[src/assert_macros.svh]
// Assertion macros for the expiry-ranked address table.
// The macros sample on clk and are disabled while rst is high; they expect both names in scope.
`ifndef ASSERT_MACROS_SVH
`define ASSERT_MACROS_SVH
`ifndef SYNTHESIS
// Same-cycle implication.
`define ASSERT_IMPLY(label, ante, cons) \
  label: assert property (@(posedge clk) disable iff (rst) (ante) |-> (cons)) \
    else $error("assertion failed");
// Next-cycle implication.
`define ASSERT_NEXT(label, ante, cons) \
  label: assert property (@(posedge clk) disable iff (rst) (ante) |=> (cons)) \
    else $error("assertion failed");
`else
`define ASSERT_IMPLY(label, ante, cons)
`define ASSERT_NEXT(label, ante, cons)
`endif
`endif

[src/ert_pkg.sv]
// Shared types and constants for the expiry-ranked address table.
// Used by the register block, controller, datapath and top level; depends on nothing.
package ert_pkg;

  // Default sizes of the table and its stored fields.
  localparam int DEF_CAPACITY     = 10;
  localparam int DEF_ADDR_WIDTH   = 32;
  localparam int DEF_EXPIRE_WIDTH = 32;

  // Fixed widths of the port fields.
  localparam int FIELD_WIDTH = 32;
  localparam int COUNT_WIDTH = 4;
  localparam int PADDR_WIDTH = 3;
  localparam int PDATA_WIDTH = 32;

  // Register index, taken from paddr[2].
  localparam logic REG_ACCEPTED_TAG = 1'b0;

  // Result status codes.
  localparam logic STATUS_OK     = 1'b0;
  localparam logic STATUS_REJECT = 1'b1;

  // Commands from the controller to the datapath.
  typedef struct packed {
    logic load;   // capture a report and evaluate it against the table
    logic apply;  // update the table and load the result register
  } ert_cmd_t;

endpackage

[src/ert_regs.sv]
// Configuration register block: APB-style write and read of accepted_tag.
// Depends on ert_pkg for the address and data widths and the register index.
module ert_regs (
  input  logic                           clk,
  input  logic                           rst,
  input  logic                           psel,
  input  logic                           penable,
  input  logic                           pwrite,
  input  logic [ert_pkg::PADDR_WIDTH-1:0] paddr,
  input  logic [ert_pkg::PDATA_WIDTH-1:0] pwdata,
  output logic [ert_pkg::PDATA_WIDTH-1:0] prdata,
  output logic                           pready,
  output logic [ert_pkg::FIELD_WIDTH-1:0] accepted_tag
);
  import ert_pkg::*;

  logic wr_en;
  logic reg_sel;

  // Register index sits above the byte offset.
  assign reg_sel = paddr[2];
  assign pready  = 1'b1;
  assign wr_en   = psel && penable && pwrite && pready && (reg_sel == REG_ACCEPTED_TAG);

  // The tag register resets to zero.
  always_ff @(posedge clk) begin
    if (rst) begin
      accepted_tag <= '0;
    end else if (wr_en) begin
      accepted_tag <= pwdata;
    end
  end

  // Read back; addresses beyond the register list read as zero.
  always_comb begin
    prdata = '0;
    if (reg_sel == REG_ACCEPTED_TAG) begin
      prdata = accepted_tag;
    end
  end

endmodule

[src/ert_ctrl.sv]
// Controller for the expiry-ranked address table: sequences load and apply and owns
// the result-valid flag. Depends on ert_pkg for the command struct.
module ert_ctrl (
  input  logic              clk,
  input  logic              rst,
  input  logic              in_valid,
  input  logic              out_stall,
  output logic              in_stall,
  output logic              out_valid,
  output ert_pkg::ert_cmd_t cmd
);
  import ert_pkg::*;

  localparam logic ST_IDLE = 1'b0;
  localparam logic ST_BUSY = 1'b1;

  logic state;
  logic state_next;
  logic out_valid_next;

  // A report is taken only in idle; the update waits for a free result register.
  assign in_stall  = (state == ST_BUSY);
  assign cmd.load  = in_valid && !in_stall;
  assign cmd.apply = (state == ST_BUSY) && (!out_valid || !out_stall);

  always_comb begin
    state_next = state;
    case (state)
      ST_IDLE: begin
        if (cmd.load) begin
          state_next = ST_BUSY;
        end
      end
      ST_BUSY: begin
        if (cmd.apply) begin
          state_next = ST_IDLE;
        end
      end
      default: begin
        state_next = ST_IDLE;
      end
    endcase
  end

  // The result stays valid until the receiver takes it.
  always_comb begin
    out_valid_next = out_valid;
    if (cmd.apply) begin
      out_valid_next = 1'b1;
    end else if (out_valid && !out_stall) begin
      out_valid_next = 1'b0;
    end
  end

  always_ff @(posedge clk) begin
    if (rst) begin
      state     <= ST_IDLE;
      out_valid <= 1'b0;
    end else begin
      state     <= state_next;
      out_valid <= out_valid_next;
    end
  end

endmodule

[src/ert_dpath.sv]
// Datapath for the expiry-ranked address table: sorted slot registers, parallel
// match and order compares, shift-insert update and result register. Depends on ert_pkg.
module ert_dpath #(
  parameter int CAPACITY     = ert_pkg::DEF_CAPACITY,
  parameter int ADDR_WIDTH   = ert_pkg::DEF_ADDR_WIDTH,
  parameter int EXPIRE_WIDTH = ert_pkg::DEF_EXPIRE_WIDTH
) (
  input  logic                            clk,
  input  logic                            rst,
  input  ert_pkg::ert_cmd_t               cmd,
  input  logic [ert_pkg::FIELD_WIDTH-1:0] accepted_tag,
  input  logic [ert_pkg::FIELD_WIDTH-1:0] report_tag,
  input  logic [ert_pkg::FIELD_WIDTH-1:0] entry_addr,
  input  logic [ert_pkg::FIELD_WIDTH-1:0] entry_expire,
  output logic                            status,
  output logic [ert_pkg::COUNT_WIDTH-1:0] entry_count,
  output logic                            front_valid,
  output logic [ert_pkg::FIELD_WIDTH-1:0] front_addr,
  output logic [ert_pkg::FIELD_WIDTH-1:0] front_expire
);
  import ert_pkg::*;

  localparam int CW = $clog2(CAPACITY + 1);
  localparam int AK = (ADDR_WIDTH < FIELD_WIDTH) ? ADDR_WIDTH : FIELD_WIDTH;
  localparam int EK = (EXPIRE_WIDTH < FIELD_WIDTH) ? EXPIRE_WIDTH : FIELD_WIDTH;

  // Sorted entries, latest expiry in slot 0, and the fill count.
  logic [ADDR_WIDTH-1:0]   slot_addr   [CAPACITY];
  logic [EXPIRE_WIDTH-1:0] slot_expire [CAPACITY];
  logic [CW-1:0]           count;

  // Report captured at load, with the compare vectors against the table.
  logic                    tag_ok;
  logic [ADDR_WIDTH-1:0]   key_addr;
  logic [EXPIRE_WIDTH-1:0] key_expire;
  logic [CAPACITY-1:0]     hit_vec;
  logic [CAPACITY-1:0]     keep_vec;
  logic [CAPACITY-1:0]     raise_vec;

  logic [ADDR_WIDTH-1:0]   in_addr;
  logic [EXPIRE_WIDTH-1:0] in_expire;
  logic [CAPACITY-1:0]     hit_now;
  logic [CAPACITY-1:0]     keep_now;
  logic [CAPACITY-1:0]     raise_now;

  logic [CAPACITY-1:0]     after_hit;
  logic                    do_write;
  logic [ADDR_WIDTH-1:0]   addr_next   [CAPACITY];
  logic [EXPIRE_WIDTH-1:0] expire_next [CAPACITY];
  logic [CW-1:0]           count_next;

  // Keep only the stored width of each key field.
  assign in_addr   = ADDR_WIDTH'(entry_addr[AK-1:0]);
  assign in_expire = EXPIRE_WIDTH'(entry_expire[EK-1:0]);

  // Per-slot compares: address match, and whether the slot stays ahead of the report.
  always_comb begin
    for (int j = 0; j < CAPACITY; j++) begin
      hit_now[j]   = (CW'(j) < count) && (slot_addr[j] == in_addr);
      keep_now[j]  = (CW'(j) < count) && !(slot_expire[j] < in_expire);
      raise_now[j] = hit_now[j] && (slot_expire[j] < in_expire);
    end
  end

  always_ff @(posedge clk) begin
    if (cmd.load) begin
      tag_ok     <= (report_tag == accepted_tag);
      key_addr   <= in_addr;
      key_expire <= in_expire;
      hit_vec    <= hit_now;
      keep_vec   <= keep_now;
      raise_vec  <= raise_now;
    end
  end

  // A slot past the matched entry is untouched by a raise.
  always_comb begin
    for (int k = 0; k < CAPACITY; k++) begin
      after_hit[k] = |(hit_vec & ({CAPACITY{1'b1}} >> (CAPACITY - k)));
    end
  end

  // Insert a new entry, or move a raised one up; equal expiries stay ahead.
  assign do_write = tag_ok && (!(|hit_vec) || (|raise_vec));

  always_comb begin
    for (int k = 0; k < CAPACITY; k++) begin
      addr_next[k]   = slot_addr[k];
      expire_next[k] = slot_expire[k];
      if (do_write && !keep_vec[k] && !after_hit[k]) begin
        if (k == 0) begin
          addr_next[k]   = key_addr;
          expire_next[k] = key_expire;
        end else if (keep_vec[k-1]) begin
          addr_next[k]   = key_addr;
          expire_next[k] = key_expire;
        end else begin
          addr_next[k]   = slot_addr[k-1];
          expire_next[k] = slot_expire[k-1];
        end
      end
    end
  end

  // Only a new address grows the table, up to its capacity.
  always_comb begin
    count_next = count;
    if (tag_ok && !(|hit_vec) && (count != CW'(CAPACITY))) begin
      count_next = count + CW'(1);
    end
  end

  always_ff @(posedge clk) begin
    if (cmd.apply) begin
      for (int k = 0; k < CAPACITY; k++) begin
        slot_addr[k]   <= addr_next[k];
        slot_expire[k] <= expire_next[k];
      end
    end
  end

  always_ff @(posedge clk) begin
    if (rst) begin
      count <= '0;
    end else if (cmd.apply) begin
      count <= count_next;
    end
  end

  // Result register, loaded from the updated table.
  always_ff @(posedge clk) begin
    if (cmd.apply) begin
      status       <= tag_ok ? STATUS_OK : STATUS_REJECT;
      entry_count  <= COUNT_WIDTH'(count_next);
      front_valid  <= (count_next != '0);
      front_addr   <= (count_next != '0) ? FIELD_WIDTH'(addr_next[0][AK-1:0]) : '0;
      front_expire <= (count_next != '0) ? FIELD_WIDTH'(expire_next[0][EK-1:0]) : '0;
    end
  end

endmodule

[src/expiry_ranked_address_table_core.sv]
// Top level of the expiry-ranked address table: register block, controller and datapath.
// Depends on ert_pkg, ert_regs, ert_ctrl, ert_dpath and assert_macros.svh.
//
//   chan    dir  handshake                  payload
//   in      in   in_valid/in_stall          report_tag, entry_addr, entry_expire
//   out     out  out_valid/out_stall        status, entry_count, front_valid, front_addr, front_expire
//   config  in   psel/penable/pwrite/pready paddr, pwdata, prdata
//
// Each report is first captured and compared against every slot in parallel, then shift-inserted
// into the sorted slot registers while the result is loaded.
// The next report is taken while the previous result still waits; the update then holds
// until the result register is free. Reset (synchronous, active high) empties the table,
// clears accepted_tag and drops any pending result.
`include "assert_macros.svh"
module expiry_ranked_address_table_core #(
  parameter int CAPACITY     = ert_pkg::DEF_CAPACITY,
  parameter int ADDR_WIDTH   = ert_pkg::DEF_ADDR_WIDTH,
  parameter int EXPIRE_WIDTH = ert_pkg::DEF_EXPIRE_WIDTH
) (
  input  logic                            clk,
  input  logic                            rst,
  input  logic                            psel,
  input  logic                            penable,
  input  logic                            pwrite,
  input  logic [ert_pkg::PADDR_WIDTH-1:0] paddr,
  input  logic [ert_pkg::PDATA_WIDTH-1:0] pwdata,
  output logic [ert_pkg::PDATA_WIDTH-1:0] prdata,
  output logic                            pready,
  input  logic                            in_valid,
  output logic                            in_stall,
  input  logic [ert_pkg::FIELD_WIDTH-1:0] report_tag,
  input  logic [ert_pkg::FIELD_WIDTH-1:0] entry_addr,
  input  logic [ert_pkg::FIELD_WIDTH-1:0] entry_expire,
  output logic                            out_valid,
  input  logic                            out_stall,
  output logic                            status,
  output logic [ert_pkg::COUNT_WIDTH-1:0] entry_count,
  output logic                            front_valid,
  output logic [ert_pkg::FIELD_WIDTH-1:0] front_addr,
  output logic [ert_pkg::FIELD_WIDTH-1:0] front_expire
);
  import ert_pkg::*;

  logic [FIELD_WIDTH-1:0] accepted_tag;
  ert_cmd_t               cmd;

  // Configuration registers.
  ert_regs u_regs (
    .clk          (clk),
    .rst          (rst),
    .psel         (psel),
    .penable      (penable),
    .pwrite       (pwrite),
    .paddr        (paddr),
    .pwdata       (pwdata),
    .prdata       (prdata),
    .pready       (pready),
    .accepted_tag (accepted_tag)
  );

  // Sequencing of capture and update.
  ert_ctrl u_ctrl (
    .clk       (clk),
    .rst       (rst),
    .in_valid  (in_valid),
    .out_stall (out_stall),
    .in_stall  (in_stall),
    .out_valid (out_valid),
    .cmd       (cmd)
  );

  // Sorted table and result register.
  ert_dpath #(
    .CAPACITY     (CAPACITY),
    .ADDR_WIDTH   (ADDR_WIDTH),
    .EXPIRE_WIDTH (EXPIRE_WIDTH)
  ) u_dpath (
    .clk          (clk),
    .rst          (rst),
    .cmd          (cmd),
    .accepted_tag (accepted_tag),
    .report_tag   (report_tag),
    .entry_addr   (entry_addr),
    .entry_expire (entry_expire),
    .status       (status),
    .entry_count  (entry_count),
    .front_valid  (front_valid),
    .front_addr   (front_addr),
    .front_expire (front_expire)
  );

  // A captured report blocks the input until its update is done.
  `ASSERT_NEXT(a_busy_after_accept, in_valid && !in_stall, in_stall)
  // The reported count never exceeds the table capacity.
  `ASSERT_IMPLY(a_count_in_range, out_valid, entry_count <= CAPACITY)
  // An empty front is reported only with a zero count.
  `ASSERT_IMPLY(a_front_matches_count, out_valid && !front_valid, entry_count == '0)
  // An empty front carries zero payload.
  `ASSERT_IMPLY(a_empty_front_zero, out_valid && !front_valid,
                front_addr == '0 && front_expire == '0)

endmodule
[config.mk]
export PLATFORM = sky130hd
export DESIGN_NAME = expiry_ranked_address_table_core
export DESIGN_NICKNAME = d
export VERILOG_FILES = /design/src/ert_pkg.sv /design/src/ert_regs.sv /design/src/ert_ctrl.sv /design/src/ert_dpath.sv /design/src/expiry_ranked_address_table_core.sv
export VERILOG_INCLUDE_DIRS = /design/src /design/src/src
export SDC_FILE = /design/constraint.sdc
export NUM_CORES = 2
export LEC_CHECK = 0
export BUFFER_PORTS_ARGS = -buffer_cell sky130_fd_sc_hd__buf_4
export CORE_ASPECT_RATIO = 0.7
export CORE_MARGIN = 4
export CORE_UTILIZATION = 40
export CTS_CLUSTER_SIZE = 8
export DETAILED_ROUTE_END_ITERATION = 8
export HOLD_SLACK_MARGIN = 0.1
export SLEW_MARGIN = 15
export SYNTH_ARGS = -nofsm -noshare
export SYNTH_HDL_FRONTEND = slang
export SYNTH_SLANG_ARGS = --single-unit
[constraint.sdc]
create_clock -name clk -period 18.1 [get_ports clk]
set_input_delay 0 -clock clk [delete_from_list [all_inputs] [get_ports clk]]
set_output_delay 0 -clock clk [all_outputs]
set_load 0.05 [all_outputs]
==> flow_summary.ini <==
[floorplan]
core_area_sq_mm = 0.1112
start_util_pct = 40.51
io_pins = 243
die_y_microns = 288.7
rows = 102
die_area_sq_mm = 0.1181
die_w_microns = 409.0

[place]
gp_congestion = 0.8815
dpl.hpwl_microns = 89570
place_ws_ns = 13.68
io_buffer_count = 239
dp_cells = 4853

[global_route]
track_usage_pct = 21.41
grt_pass1_vias = 28636
grt_max_degree = 65
antenna_found_initial = 6
grt_pass1_wl_microns = 190200
grt_overflow = 0

[worst_setup_path]
path_class = reg -> reg
r2r-end = u_dpath.slot_expire[7][8]
worstPathMaxFanout = 48
rrSetupSlack_ns = 13.66
rr_worst_depth = 7
startpoint_type = register
crit_arrival_ns = 4.75
r2r-start = u_dpath.hit_vec[4]
end_kind = register
cp.required_ns = 18.41

[synth]
synthesis.area_sq_mm = 0.04503
yosys_most_used_dff = edfxtp_1
ys_types = 67
syn_inst = 3199
synth_edf_count = 805
yosys_warnings = 0
synth.avg_cell_area_sq_um = 14.08
synth-seq-cells = 843
synth_async_sr_flop_share_pct = 0
ys_seq_area_share_pct = 55.37
syn-num-nets = 3650

[clock_network]
cts_root_buf = clkbuf_16
cts.sinks = 843
clk_latency_ns = 0.71
cts_buffer_depth = 3
cts_setup_buffers = 0
numCtsBuffers = 115
cts_resized = 0
htree_num_levels = 3
path_clk_slew_ns = 0.05
tritoncts = done
holdBufCountCts = 233

[timing]
fmax_mhz = 225.3
finalWorstSetupSlack_ns = 13.66
rsz0062_at_grt = no
max_slew_margin_pct = 20.68
fin_crit_ns = 4.439
report.final.slew_viol_count = 0
worstMarginPinSlew_ns = 1.179
fin_crit_sh_pct = 24.53
finClkSkew_ns = 0.03062
finalSetupViolCount = 0
fin_setup_tns_ns = 0
hold_violations = 0

[routing]
finalWirelength_microns = 128300
route.detailed.wl_per_inst_microns = 24.56
drtIter0Drc = 2425
drc = 0
ant_nets = 0
vias = 28696
viasPerCell = 5.494
first_pass_iters = 5

[power_and_ir_drop]
p_per_area_mw_per_mm2 = 87.67
finalPower_w = 0.004717
ir_drop_uv = 73.21
power_leakage_nw = 19.57

[run_status]
status = finished, final reports clean

[hold_path]
whs_path_depth = 2
min_from = entry_expire[0]
hp-class = in -> reg
whs_endpoint = u_dpath.key_expire[0]

[finish]
final_cells = 5223
final_core_util_pct = 48.40
drive_gt1_share_pct = 28.04
nFillCells = 9583
final_nets = 4146
syn2layout_area_growth_pct = 19.49

[run]
cap_violations = 0
[metrics by stage]
stage | area [sq um] | hold slack [ns]
after CTS | 53800 | 0.1026
after detailed placement | 48400 | 0.1897
after floorplan | 45030 | 0.09887
after global routing | 53800 | 0.1344
after global placement | 48400 | 0.1880
final | 53800 | 0.1572
[metal layers]
metal / part of all wire (%) / wire [microns] / up-vias / GRT usage [%]
li1: - / - / 13176 / -
met1: 50 / 64500 / 14428 / 33.88
met2: 39 / 50020 / 937 / 28.75
met3: 9.2 / 11750 / 153 / 6.216
met4: 1.6 / 2011 / 2 / 3.828
met5: 0.0094 / 12 / - / 0
[synth_stat cells, types with 7 or more instances]
cell type  number  area (sq um)
a211oi_1       16         120.1
a21o_1         31         232.7
a21oi_1       154         770.7
a31oi_1         7         43.79
and2_1          8         50.05
and3_1         10         62.56
and4_1         12         105.1
buf_2          13         65.06
buf_6          19         214.0
clkbuf_1       95         356.6
dfxtp_1        38         760.7
edfxtp_1      805         24170
ha_1          313          3916
inv_1          38         142.6
mux2_1         22         247.7
mux2_2        619          6970
nand2_1       146         548.0
nand2b_1       11         68.82
nand3_1        34         170.2
nand4_1        60         375.4
nor2_1         50         187.7
nor2b_1        45         281.5
nor3_1         35         175.2
nor4_1         68         425.4
o21a_1         67         503.0
o21ai_0        52         260.3
xnor2_1        91         797.0
xor2_1        265          2321
[worst max-delay path by stage]
stage / endpoint / start / slack (ns) / cells after the start
after global placement: u_dpath.slot_expire[7][9] / u_dpath.hit_vec[4] / 13.75 / 7
after floorplan: u_dpath.slot_addr[8][0] / u_ctrl.out_valid / 6.48 / 5
after global routing: u_dpath.slot_expire[7][14] / u_dpath.hit_vec[4] / 13.47 / 7
after detailed placement: u_dpath.slot_expire[7][9] / u_dpath.hit_vec[4] / 13.68 / 7
after CTS: u_dpath.slot_addr[7][24] / u_dpath.hit_vec[4] / 13.69 / 7
final: u_dpath.slot_expire[7][8] / u_dpath.hit_vec[4] / 13.66 / 7
[cells by family after synthesis]
| kind of cell | share of synthesized area [%] |
|---|---|
| DFF | 55.37 |
| muxes | 16.09 |
| and+or+nand+nor | 5.899 |
| AOI/OAI and AO/OA | 5.207 |
| xor gates and xnor gates | 6.925 |
| adders and majority gates | 8.697 |
| buffers and inverters | 1.803 |
| other | 0.008328 |
[critical path, cell delays in order (launching register included)]
cell	delay, ns
edfxtp_1	0.51
or4_4	0.56
nor4_4	0.40
a21oi_2	0.13
nand2b_4	0.19
or2_1	0.42
nor4b_4	0.98
buf_4	0.75
[power breakdown]
| part | internal, W | switching (W) | leakage, nW |
|---|---|---|---|
| Clock | 0.00115 | 0.000811 | 1.50 |
| Sequential | 0.00220 | 0.0000525 | 7.69 |
| Combinational | 0.000220 | 0.000292 | 10.4 |
| Total | 0.00356 | 0.00116 | 19.6 |
[cells in the final DEF (no fill, tap or decap), types with 60 or more instances in the layout]
cell type      netlist  final
edfxtp_1           805    805
mux2_2             619    619
ha_1               313    313
buf_4                4    277
xor2_1             265    265
dlygate4sd3_1        0    233
a21oi_1            154    154
nand2_1            146    146
clkbuf_16            0    118
xnor2_1             91     91
o21a_1              67     67
nor4_1              68     65
nand4_1             60     60
[area by class of cell]
| cell class | count | area (sq um) | share of cell area (%) |
|---|---|---|---|
| diodes | 3 | 7.507 | 0.01395 |
| clock buffers | 130 | 3008 | 5.591 |
| clock inverters | 4 | 53.80 | 0.1000 |
| inverters | 39 | 146.4 | 0.2721 |
| multi-input cells | 2186 | 19350 | 35.97 |
| flip-flops and latches | 843 | 24930 | 46.34 |
| well taps | 1508 | 1887 | 3.507 |
| repair buffers | 510 | 4412 | 8.200 |
[registers in the layout, indices dropped and copies added (netlist names), 4 cells and up]
| name | cells |
|---|---|
| u_dpath.slot_addr | 320 |
| u_dpath.slot_expire | 320 |
| u_dpath.front_addr | 32 |
| u_dpath.front_expire | 32 |
| u_dpath.key_addr | 32 |
| u_dpath.key_expire | 32 |
| u_regs.accepted_tag | 32 |
| u_dpath.hit_vec | 10 |
| u_dpath.keep_vec | 10 |
| u_dpath.raise_vec | 10 |
| u_dpath.count | 4 |
| u_dpath.entry_count | 4 |
No activity file was read; power rests on OpenSTA's default activity.
